## src/rtl/dxt_block_decoder_core_assert.svh

```systemverilog
// ---------------------------------------------------------------------------
// DXT block decoder assertion macros
// Concurrent checks on clk with rst as the disable; empty in synthesis.
// ---------------------------------------------------------------------------
`ifndef DXT_BLOCK_DECODER_CORE_ASSERT_SVH
`define DXT_BLOCK_DECODER_CORE_ASSERT_SVH
`ifndef SYNTHESIS
`define DXT_ASSERT(name, prop, msg) \
  name: assert property (@(posedge clk) disable iff (rst) prop) else $error(msg);
`define DXT_ASSERT_NEXT(name, trig, cond, msg) \
  name: assert property (@(posedge clk) disable iff (rst) trig |=> cond) else $error(msg);
`else
`define DXT_ASSERT(name, prop, msg)
`define DXT_ASSERT_NEXT(name, trig, cond, msg)
`endif
`endif

```

## src/rtl/dxtbd_pkg.sv

```systemverilog
// ---------------------------------------------------------------------------
// DXT block decoder package
// Word types, format codes and the constant-divide helpers of the palette.
// ---------------------------------------------------------------------------
package dxtbd_pkg;

  localparam logic [1:0] FMT_DXT1 = 2'd0;
  localparam logic [1:0] FMT_DXT3 = 2'd1;
  localparam logic [1:0] FMT_DXT5 = 2'd2;

  localparam int CH_R = 0;
  localparam int CH_G = 1;
  localparam int CH_B = 2;

  typedef logic [2:0][7:0] rgb_t;

  typedef struct packed {
    logic [63:0] color_word;
    logic [63:0] alpha_word;
    logic [2:0]  cols_valid;
    logic [2:0]  rows_valid;
  } blk_word_t;

  typedef struct packed {
    logic [1:0] pixel_x;
    logic [1:0] pixel_y;
    logic [7:0] blue;
    logic [7:0] green;
    logic [7:0] red;
    logic [7:0] alpha;
    logic       last;
  } pix_word_t;

  // Fully decoded block, ready for per-pixel selection.
  typedef struct packed {
    logic [1:0]       fmt;
    logic [31:0]      idx;
    logic [63:0]      aw;
    logic [1:0]       cols_m1;
    logic [1:0]       rows_m1;
    rgb_t [3:0]       pal;
    logic [7:0]       pal3_a;
    logic [7:0][7:0]  alev;
  } blk_t;

  function automatic rgb_t expand565(input logic [15:0] v);
    rgb_t c;
    c[CH_R] = {v[15:11], v[15:13]};
    c[CH_G] = {v[10:5], v[10:9]};
    c[CH_B] = {v[4:0], v[4:2]};
    return c;
  endfunction

  // Reciprocal multiplies; exact floor over the full range of each sum.
  function automatic logic [7:0] div3(input logic [9:0] v);
    logic [19:0] prod;
    prod = 20'(v) * 20'd683;
    return prod[18:11];
  endfunction

  function automatic logic [7:0] div5(input logic [10:0] v);
    logic [24:0] prod;
    prod = 25'(v) * 25'd3277;
    return prod[21:14];
  endfunction

  function automatic logic [7:0] div7(input logic [10:0] v);
    logic [24:0] prod;
    prod = 25'(v) * 25'd2341;
    return prod[21:14];
  endfunction

endpackage

```

## src/rtl/dxt_block_decoder_core.sv

```systemverilog
// ---------------------------------------------------------------------------
// DXT block decoder core
// Decodes DXT1/3/5 4x4 blocks into BGRA pixels, one pixel per cycle unless stalled.
// ---------------------------------------------------------------------------
// Usage:
//   blk carries one compressed block per word (blk_valid/blk_ready). pix
//   carries one decoded pixel per word (pix_valid/pix_ready), row-major,
//   clipped to cols_valid x rows_valid, with last set on the final pixel.
//   cfg_data selects the format (DXT1, DXT3, DXT5; code three acts as DXT5)
//   and is always accepted; write it only while the block is idle.
//   The first pixel of a block reaches pix via stage 1, stage 2, the pixel
//   sequencer and the output register. Throughput: one pixel per cycle
//   while pix is not stalled; a block holds the sequencer for its cols*rows
//   pixels (16 if full); two decode stages ahead of it take the next blocks.
//   A block with zero columns or rows is accepted and yields no pixels.
//   Reset clears all valid bits and selects DXT1.
//   When pix is stalled the output register holds its word and backpressure
//   moves stage by stage back to blk_ready; nothing is dropped or repeated.
// ---------------------------------------------------------------------------
`include "dxt_block_decoder_core_assert.svh"

module dxt_block_decoder_core
  import dxtbd_pkg::*;
(
  input  logic       clk,
  input  logic       rst,
  input  logic       blk_valid,
  output logic       blk_ready,
  input  blk_word_t  blk,
  output logic       pix_valid,
  input  logic       pix_ready,
  output pix_word_t  pix,
  input  logic       cfg_valid,
  output logic       cfg_ready,
  input  logic [1:0] cfg_data
);

  logic [1:0] fmt;

  // Stage 1: endpoints expanded, weighted sums formed.
  logic             s1_v;
  logic [1:0]       s1_fmt;
  logic [31:0]      s1_idx;
  logic [63:0]      s1_aw;
  logic [1:0]       s1_cols_m1;
  logic [1:0]       s1_rows_m1;
  rgb_t             s1_p0;
  rgb_t             s1_p1;
  logic             s1_four;
  logic [2:0][9:0]  s1_sa;
  logic [2:0][9:0]  s1_sb;
  logic [2:0][8:0]  s1_sh;
  logic [7:0]       s1_a0;
  logic [7:0]       s1_a1;
  logic             s1_agt;
  logic [5:0][10:0] s1_s7;
  logic [3:0][10:0] s1_s5;

  // Stage 2: palette and alpha levels. Stage 3: pixel sequencer.
  logic       s2_v;
  blk_t       s2;
  blk_t       s2_next;
  logic       s3_v;
  blk_t       s3;
  logic [1:0] s3_x;
  logic [1:0] s3_y;

  logic       s1_take, s2_take, s3_load, out_take, emit, s3_last, nonempty;
  logic [1:0] cols_m1_in, rows_m1_in;
  rgb_t       p0_in, p1_in;
  pix_word_t  pix_next;

  assign cfg_ready = 1'b1;

  // Handshake chain: each stage frees when its content moves on.
  assign out_take  = !pix_valid || pix_ready;
  assign emit      = s3_v && out_take;
  assign s3_last   = (s3_x == s3.cols_m1) && (s3_y == s3.rows_m1);
  assign s3_load   = s2_v && (!s3_v || (emit && s3_last));
  assign s2_take   = !s2_v || s3_load;
  assign s1_take   = !s1_v || s2_take;
  assign blk_ready = s1_take;

  assign nonempty   = (blk.cols_valid != 3'd0) && (blk.rows_valid != 3'd0);
  assign cols_m1_in = (blk.cols_valid >= 3'd4) ? 2'd3 : 2'(blk.cols_valid - 3'd1);
  assign rows_m1_in = (blk.rows_valid >= 3'd4) ? 2'd3 : 2'(blk.rows_valid - 3'd1);
  assign p0_in      = expand565(blk.color_word[15:0]);
  assign p1_in      = expand565(blk.color_word[31:16]);

  always_ff @(posedge clk) begin
    if (rst) begin
      fmt       <= FMT_DXT1;
      s1_v      <= 1'b0;
      s2_v      <= 1'b0;
      s3_v      <= 1'b0;
      pix_valid <= 1'b0;
    end else begin
      if (cfg_valid) begin
        fmt <= cfg_data;
      end
      if (s1_take) begin
        s1_v <= blk_valid && nonempty;
      end
      if (s2_take) begin
        s2_v <= s1_v;
      end
      if (s3_load) begin
        s3_v <= 1'b1;
      end else if (emit && s3_last) begin
        s3_v <= 1'b0;
      end
      if (out_take) begin
        pix_valid <= s3_v;
      end
    end
  end

  // Stage 1 payload.
  always_ff @(posedge clk) begin
    if (s1_take) begin
      s1_fmt     <= fmt;
      s1_idx     <= blk.color_word[63:32];
      s1_aw      <= blk.alpha_word;
      s1_cols_m1 <= cols_m1_in;
      s1_rows_m1 <= rows_m1_in;
      s1_p0      <= p0_in;
      s1_p1      <= p1_in;
      s1_four    <= (fmt != FMT_DXT1) || (blk.color_word[15:0] > blk.color_word[31:16]);
      for (int c = 0; c < 3; c++) begin
        s1_sa[c] <= {1'b0, p0_in[c], 1'b0} + 10'(p1_in[c]);
        s1_sb[c] <= 10'(p0_in[c]) + {1'b0, p1_in[c], 1'b0};
        s1_sh[c] <= 9'(p0_in[c]) + 9'(p1_in[c]);
      end
      s1_a0  <= blk.alpha_word[7:0];
      s1_a1  <= blk.alpha_word[15:8];
      s1_agt <= blk.alpha_word[7:0] > blk.alpha_word[15:8];
      for (int i = 1; i < 7; i++) begin
        s1_s7[i-1] <= 11'(blk.alpha_word[7:0]) * 11'(7 - i)
                    + 11'(blk.alpha_word[15:8]) * 11'(i);
      end
      for (int i = 1; i < 5; i++) begin
        s1_s5[i-1] <= 11'(blk.alpha_word[7:0]) * 11'(5 - i)
                    + 11'(blk.alpha_word[15:8]) * 11'(i);
      end
    end
  end

  // Stage 2: the thirds, halves and alpha interpolation.
  always_comb begin
    s2_next.fmt     = s1_fmt;
    s2_next.idx     = s1_idx;
    s2_next.aw      = s1_aw;
    s2_next.cols_m1 = s1_cols_m1;
    s2_next.rows_m1 = s1_rows_m1;
    s2_next.pal[0]  = s1_p0;
    s2_next.pal[1]  = s1_p1;
    for (int c = 0; c < 3; c++) begin
      if (s1_four) begin
        s2_next.pal[2][c] = div3(s1_sa[c]);
        s2_next.pal[3][c] = div3(s1_sb[c]);
      end else begin
        s2_next.pal[2][c] = s1_sh[c][8:1];
        s2_next.pal[3][c] = 8'd0;
      end
    end
    s2_next.pal3_a  = s1_four ? 8'd255 : 8'd0;
    s2_next.alev[0] = s1_a0;
    s2_next.alev[1] = s1_a1;
    if (s1_agt) begin
      for (int i = 1; i < 7; i++) begin
        s2_next.alev[i+1] = div7(s1_s7[i-1]);
      end
    end else begin
      for (int i = 1; i < 5; i++) begin
        s2_next.alev[i+1] = div5(s1_s5[i-1]);
      end
      s2_next.alev[6] = 8'd0;
      s2_next.alev[7] = 8'd255;
    end
  end

  always_ff @(posedge clk) begin
    if (s2_take) begin
      s2 <= s2_next;
    end
  end

  // Stage 3: walk the valid pixels of the held block.
  always_ff @(posedge clk) begin
    if (s3_load) begin
      s3   <= s2;
      s3_x <= 2'd0;
      s3_y <= 2'd0;
    end else if (emit) begin
      if (s3_x == s3.cols_m1) begin
        s3_x <= 2'd0;
        s3_y <= s3_y + 2'd1;
      end else begin
        s3_x <= s3_x + 2'd1;
      end
    end
  end

  logic [3:0] pos;
  logic [1:0] ci;
  logic [3:0] a4;
  logic [5:0] apos;
  logic [2:0] ai;
  rgb_t       col;

  assign pos  = {s3_y, s3_x};
  assign ci   = s3.idx[{pos, 1'b0} +: 2];
  assign a4   = s3.aw[{pos, 2'b00} +: 4];
  assign apos = 6'd16 + {1'b0, pos, 1'b0} + {2'b00, pos};
  assign ai   = s3.aw[apos +: 3];
  assign col  = s3.pal[ci];

  always_comb begin
    pix_next.pixel_x = s3_x;
    pix_next.pixel_y = s3_y;
    pix_next.blue    = col[CH_B];
    pix_next.green   = col[CH_G];
    pix_next.red     = col[CH_R];
    pix_next.last    = s3_last;
    case (s3.fmt)
      FMT_DXT1: pix_next.alpha = (ci == 2'd3) ? s3.pal3_a : 8'd255;
      FMT_DXT3: pix_next.alpha = {a4, a4};
      default:  pix_next.alpha = s3.alev[ai];
    endcase
  end

  always_ff @(posedge clk) begin
    if (emit) begin
      pix <= pix_next;
    end
  end

  `DXT_ASSERT(a_cnt_range, s3_v |-> (s3_x <= s3.cols_m1) && (s3_y <= s3.rows_m1), "pixel counter outside block")
  `DXT_ASSERT_NEXT(a_load_origin, s3_load, s3_v && (s3_x == 2'd0) && (s3_y == 2'd0), "block load did not start at origin")
  `DXT_ASSERT_NEXT(a_drain, emit && s3_last && !s3_load, !s3_v, "sequencer kept a finished block")
  `DXT_ASSERT_NEXT(a_last_out, emit && s3_last, pix_valid && pix.last, "final pixel word lost its last flag")

endmodule

```

## config.mk

```make
export PLATFORM = sky130hd
export DESIGN_NAME = dxt_block_decoder_core
export DESIGN_NICKNAME = d
export VERILOG_FILES = /design/src/rtl/dxtbd_pkg.sv /design/src/rtl/dxt_block_decoder_core.sv
export VERILOG_INCLUDE_DIRS = /design/src /design/src/rtl
export SDC_FILE = /design/constraint.sdc
export NUM_CORES = 2
export LEC_CHECK = 0
export BUFFER_PORTS_ARGS = -buffer_cell sky130_fd_sc_hd__buf_2
export CAP_MARGIN = 20
export CORE_MARGIN = 8
export CORE_UTILIZATION = 55
export CTS_CLUSTER_SIZE = 12
export DETAILED_ROUTE_END_ITERATION = 10
export PLACE_DENSITY = 0.73
export SETUP_SLACK_MARGIN = 0.02
export SYNTH_ARGS = -nofsm -noshare
export SYNTH_HDL_FRONTEND = slang
export SYNTH_SLANG_ARGS = --single-unit
```

## constraint.sdc

```tcl
create_clock -name clk -period 17.84 [get_ports clk]
set_input_delay 3.568 -clock clk [delete_from_list [all_inputs] [get_ports clk]]
set_output_delay 3.568 -clock clk [all_outputs]
set_load 0.005 [all_outputs]
```

== Word level (Yosys, flattened, before mapping) ==
Cells that the tools add are included.

* $add $sub $neg: 25
* Multiply operators: 22
* Shifts and indexed selects: 3
* Magnitude comparators: 6
* Eq/ne operators: 4
* Muxes and demuxes: 14
* Reduce and logical (&&, ||, !) cells: 21

{| class="wikitable"
|+ Operator list
! kind !! count
|-
| 11-bit by 12-bit multiplier with 22-bit output (second input constant) || 10
|-
| 10-bit by 10-bit multiplier with 19-bit output (second input constant) || 6
|-
| 64-bit by 7-bit variable part select with 3-bit output || 1
|-
| 64-bit by 7-bit variable part select with 4-bit output || 1
|-
| 24-bit binary-select mux with 2-bit select || 1
|-
| 8-bit two-way mux || 6
|-
| 8-bit by 2-bit multiplier with 10-bit output (second input constant) || 4
|-
| 32-bit two-way mux || 1
|-
| 32-bit by 6-bit variable part select with 2-bit output || 1
|-
| 8-bit by 9-bit adder with 10-bit output || 3
|-
| 9-bit by 8-bit adder with 10-bit output || 3
|-
| 8-bit by 8-bit adder with 9-bit output || 3
|-
| 8-bit binary-select mux with 3-bit select || 1
|-
| 24-bit two-way mux || 1
|-
| 10-bit by 10-bit adder with 11-bit output || 2
|-
| 8-bit by 3-bit multiplier with 11-bit output (second input constant) || 2
|-
| 16-bit greater-than comparator || 1
|-
| 8-bit case mux with 2 select lines || 1
|-
| 10-bit by 8-bit adder with 11-bit output || 1
|-
| 10-bit by 9-bit adder with 11-bit output || 1
|-
| 11-bit by 8-bit adder with 11-bit output || 1
|-
| 11-bit by 9-bit adder with 11-bit output || 1
|-
| 8-bit by 10-bit adder with 11-bit output || 1
|-
| 8-bit by 11-bit adder with 11-bit output || 1
|-
| 22 further kinds || 41
|}

* Input port bits: 141
* Word-level logic and storage cells: 195
* Register bits: 952
* Output and inout bits: 40

== Logic depth before layout (Yosys ltp) ==
* Depth after elaboration: 8
* Gate-level depth with buffers: 21
* Mapped depth without buffers: 21

== Worst setup path before layout ==
OpenSTA, ideal clock, no wires.

* Path kind: in2reg
* From: in pix_ready
* To: reg s3[100] (netlist bit), enable pin
* Arrival time: 14.043 ns
* Setup time: 0.856 ns
* Setup slack: 2.941 ns
* Stages: 3
* Buffers on the path: 0
* Data required time: 16.984 ns
* Path through: nand2b_1 -> a21oi_1 -> nor2b_1

* Cells in the longest elaborated chain, start to end: 5

{| class="wikitable"
|+ Ends and longest elaborated chain
! item !! line !! RTL
|-
| start, declared || dxt_block_decoder_core.sv:31 || <nowiki>input logic pix_ready,</nowiki>
|-
| 1-bit logical OR || dxt_block_decoder_core.sv:76 || <nowiki>assign out_take = !pix_valid || pix_ready;</nowiki>
|-
| 1-bit logical AND || dxt_block_decoder_core.sv:77 || <nowiki>assign emit = s3_v && out_take;</nowiki>
|-
| 1-bit logical AND || dxt_block_decoder_core.sv:79 || <nowiki>assign s3_load = s2_v && (!s3_v || (emit && s3_last));</nowiki>
|-
| 1-bit logical OR || dxt_block_decoder_core.sv:79 ||
|-
| 1-bit logical AND || dxt_block_decoder_core.sv:79 ||
|-
| net s3_load || dxt_block_decoder_core.sv:68 || <nowiki>logic s1_take, s2_take, s3_load, out_take, emit, s3_last, nonempty;</nowiki>
|-
| end signal, assigned || dxt_block_decoder_core.sv:191 || <nowiki>s3 <= s2;</nowiki>
|-
| end, declared || dxt_block_decoder_core.sv:64 || <nowiki>blk_t s3;</nowiki>
|}

The timed path passes the listed nets, and every way through them passes these cells.
A chain may end at the register's enable or synchronous reset.

== Worst setup path after layout ==
* From: in pix_ready
* To: out blk_ready

* Cells in the longest elaborated chain, start to end: 7

{| class="wikitable"
|+ Ends and longest elaborated chain
! item !! line !! RTL
|-
| 1-bit logical OR || dxt_block_decoder_core.sv:76 ||
|-
| 1-bit logical AND || dxt_block_decoder_core.sv:77 ||
|-
| 1-bit logical AND || dxt_block_decoder_core.sv:79 ||
|-
| 1-bit logical OR || dxt_block_decoder_core.sv:79 ||
|-
| 1-bit logical AND || dxt_block_decoder_core.sv:79 ||
|-
| 1-bit logical OR || dxt_block_decoder_core.sv:80 || <nowiki>assign s2_take = !s2_v || s3_load;</nowiki>
|-
| 1-bit logical OR || dxt_block_decoder_core.sv:81 || <nowiki>assign s1_take = !s1_v || s2_take;</nowiki>
|-
| end, declared || dxt_block_decoder_core.sv:28 || <nowiki>output logic blk_ready,</nowiki>
|}

Every way passes these cells.

==> flow_metrics.env <==
export IMPL_run_status="complete, no violations"
export IMPL_hold_buffers=0
export IMPL_grt_pass1_vias=37800
export IMPL_ff_latch_area_mm2=0.0245
export IMPL_post_place_cells=6463
export IMPL_die_area_mm2=0.123
export IMPL_min_path_type="reg2reg"
export IMPL_crit_fanout=5
export IMPL_ios=181
export IMPL_dp_hpwl_um=99900
export IMPL_crit_chain="buf_2 -> nand2b_1 -> a21oi_1 -> nand3_4 -> buf_2"
export IMPL_layout_drive_gt1_share_pct=9.08
export IMPL_cp_start_kind="input port"
export IMPL_drc=0
export IMPL_netlist_area_leader_share_pct=39.4
export IMPL_wirelength_um=126000
export IMPL_cp_common_cell="buf_2"
export IMPL_ant_nets=0
export IMPL_yosysTopAreaCell="edfxtp_1"
export IMPL_initial_core_util_pct=55.2
export IMPL_slew_headroom_pct=28.8
export IMPL_postCtsSetupBuffers=0
export IMPL_htree_levels=3
export IMPL_layout_common_cells="ha_1, inv_1, edfxtp_1"
export IMPL_track_usage_pct=20.8
export IMPL_die_width_um=351
export IMPL_antenna_found_initial=5
export IMPL_ys_seq_area_share_pct=39.7
export IMPL_ys_types=70
export IMPL_min_period_ns=8.59
export IMPL_hold_violations=0
export IMPL_io_buffers=179
export IMPL_overflow=0
export IMPL_worst_pin_slew_ns=1.07
export IMPL_dr_pass1_iters=7
export IMPL_maxCapViolCount=0
export IMPL_synth_area_mm2=0.0617
export IMPL_setup_viol=0
export IMPL_nets=6721
export IMPL_ys_seq_elements=819
export IMPL_postCtsResizedCells=0
export IMPL_avgSynthCellArea_um2=12.8
export IMPL_yosys_top_cells_area="edfxtp_1, ha_1, fa_1"
export IMPL_cts_tree="yes"
export IMPL_crit_slowest_cell="a21oi_1"
export IMPL_avgViaCountPerCell=5.44
export IMPL_syn_instance_count=4813
export IMPL_critical_path_arrival_ns=5.02
export IMPL_n_fill_cell=8714
export IMPL_crit_path_end_kind="output pin"
export IMPL_cts_buffer_depth=3
export IMPL_num_rows=123
export IMPL_instances_no_fill=6597
export IMPL_root_buffer="clkbuf_16"
export IMPL_yosys_warnings=0
export IMPL_multi_input_area_mm2=0.0334
export IMPL_final_common_cell="ha_1"
export IMPL_critPathMaxStageDelay_ns=0.59
export IMPL_wl_per_cell_um=19.1
export IMPL_synth_nets=6482
export IMPL_synth_enable_flop_cells=809
export IMPL_clk_pin_slew_ns=0.06
export IMPL_numClockSinks=819
export IMPL_syn2layout_area_growth_pct=8.65
export IMPL_critical_path_required_ns=14.27
export IMPL_async_reset_ff_share_pct=0
export IMPL_core_area_mm2=0.112
export IMPL_grt_first_pass_wirelength_um=202000
export IMPL_critPathKind="in2out"
export IMPL_rsz0062_at_grt="false"
export IMPL_fmax_mhz=116
export IMPL_timing_hold_ws_ns=0.404
export IMPL_vias=35900
export IMPL_finalClockSkew_ns=0.0270
export IMPL_fin_setup_tns_ns=0
export IMPL_grt_max_degree=155
export IMPL_gp_congestion=0.888
export IMPL_diodes=0
export IMPL_yosys_most_used_dff="edfxtp_1"
export IMPL_finalCritPeriodShare_pct=48.2
export IMPL_clk_latency_ns=0.67
export IMPL_cts_buffers=86
export IMPL_finalMaxSlewViolations=0
export IMPL_die_h_um=351
export IMPL_drt_iter0_markers=2122
==> cells by family (layout without fill, tap and decap cells) <==
logic type,after synthesis,after routing,synth area share (%)
flops,819,819,39.7
compound gates,572,572,5.95
mux,180,180,5.18
simple gates,407,407,3.26
fa+ha+maj,1528,1528,35.5
other cells,1,1,0.00608
buf+inv,1019,1303,6.31
xor+xnor,287,287,4.07
==> stage by stage <==
stage	setup WS [ns]	util [%]	instance area (um2)
2_1_floorplan	2.94	-	61700
3_3_place_gp	9.23	57.6	64400
3_5_place_dp	9.24	57.6	64400
4_1_cts	9.24	59.9	67000
5_1_grt	9.17	59.9	67100
6_report	9.25	59.9	67100
==> worst paths after layout <==
check	start	end	slack, ns	cells past startpoint
worst min register to register	s2[178]$_DFFE_PP_	s3[178]$_DFFE_PP_	0.40	0
worst max-delay path	pix_ready	blk_ready	9.25	5
worst min-delay path	s2[178]$_DFFE_PP_	s3[178]$_DFFE_PP_	0.40	0
worst max register to register	s1_s5[27]$_DFFE_PP_	s2[36]$_DFFE_PP_	11.88	17
==> area by class of cell <==
cell class              count  area share [%]
clock buffers             103            3.33
inverters                 968            5.42
clock inverters            30           0.517
multi-input cells        2975            49.8
flip-flops and latches    819            36.5
well taps                1500            2.80
repair buffers            202            1.64
==> cells in the mapped netlist (55+ instances only) <==
library cell	number
inv_1	967
xnor2_1	198
fa_1	374
mux4_2	106
edfxtp_1	809
nor2_1	142
mux2i_1	55
o21bai_1	68
nand2_1	57
xor2_1	89
a21oi_1	200
o21ai_0	81
a21o_1	74
ha_1	1154
==> flip-flops by register name, summed over array words and instances (netlist names), 24 cells and up <==
register  count
s1_sh        24
s1_sb        27
s1_s7        58
s1_s5        38
s2          231
s3          231
s1_aw        64
pix          37
s1_idx       32
s1_sa        27
==> per-layer routing <==
layer	vias to the layer above	GRT usage, %	wire length (um)
li1	17300	-	-
met1	17600	29.0	57400
met2	801	34.8	59500
met3	159	2.52	6660
met4	0	4.75	2450
met5	-	0	0
==> critical path, delay by kind of cell <==
kind                   cells  cell delay (ns)
AOI/OAI and AO/OA          1             0.59
and+or+nand+nor            2             0.50
buffers and inverters      2             0.33
Power is left out: the tool's default activity adds up to more than one toggle a clock period on the data nets, which glitch-free logic cannot reach.
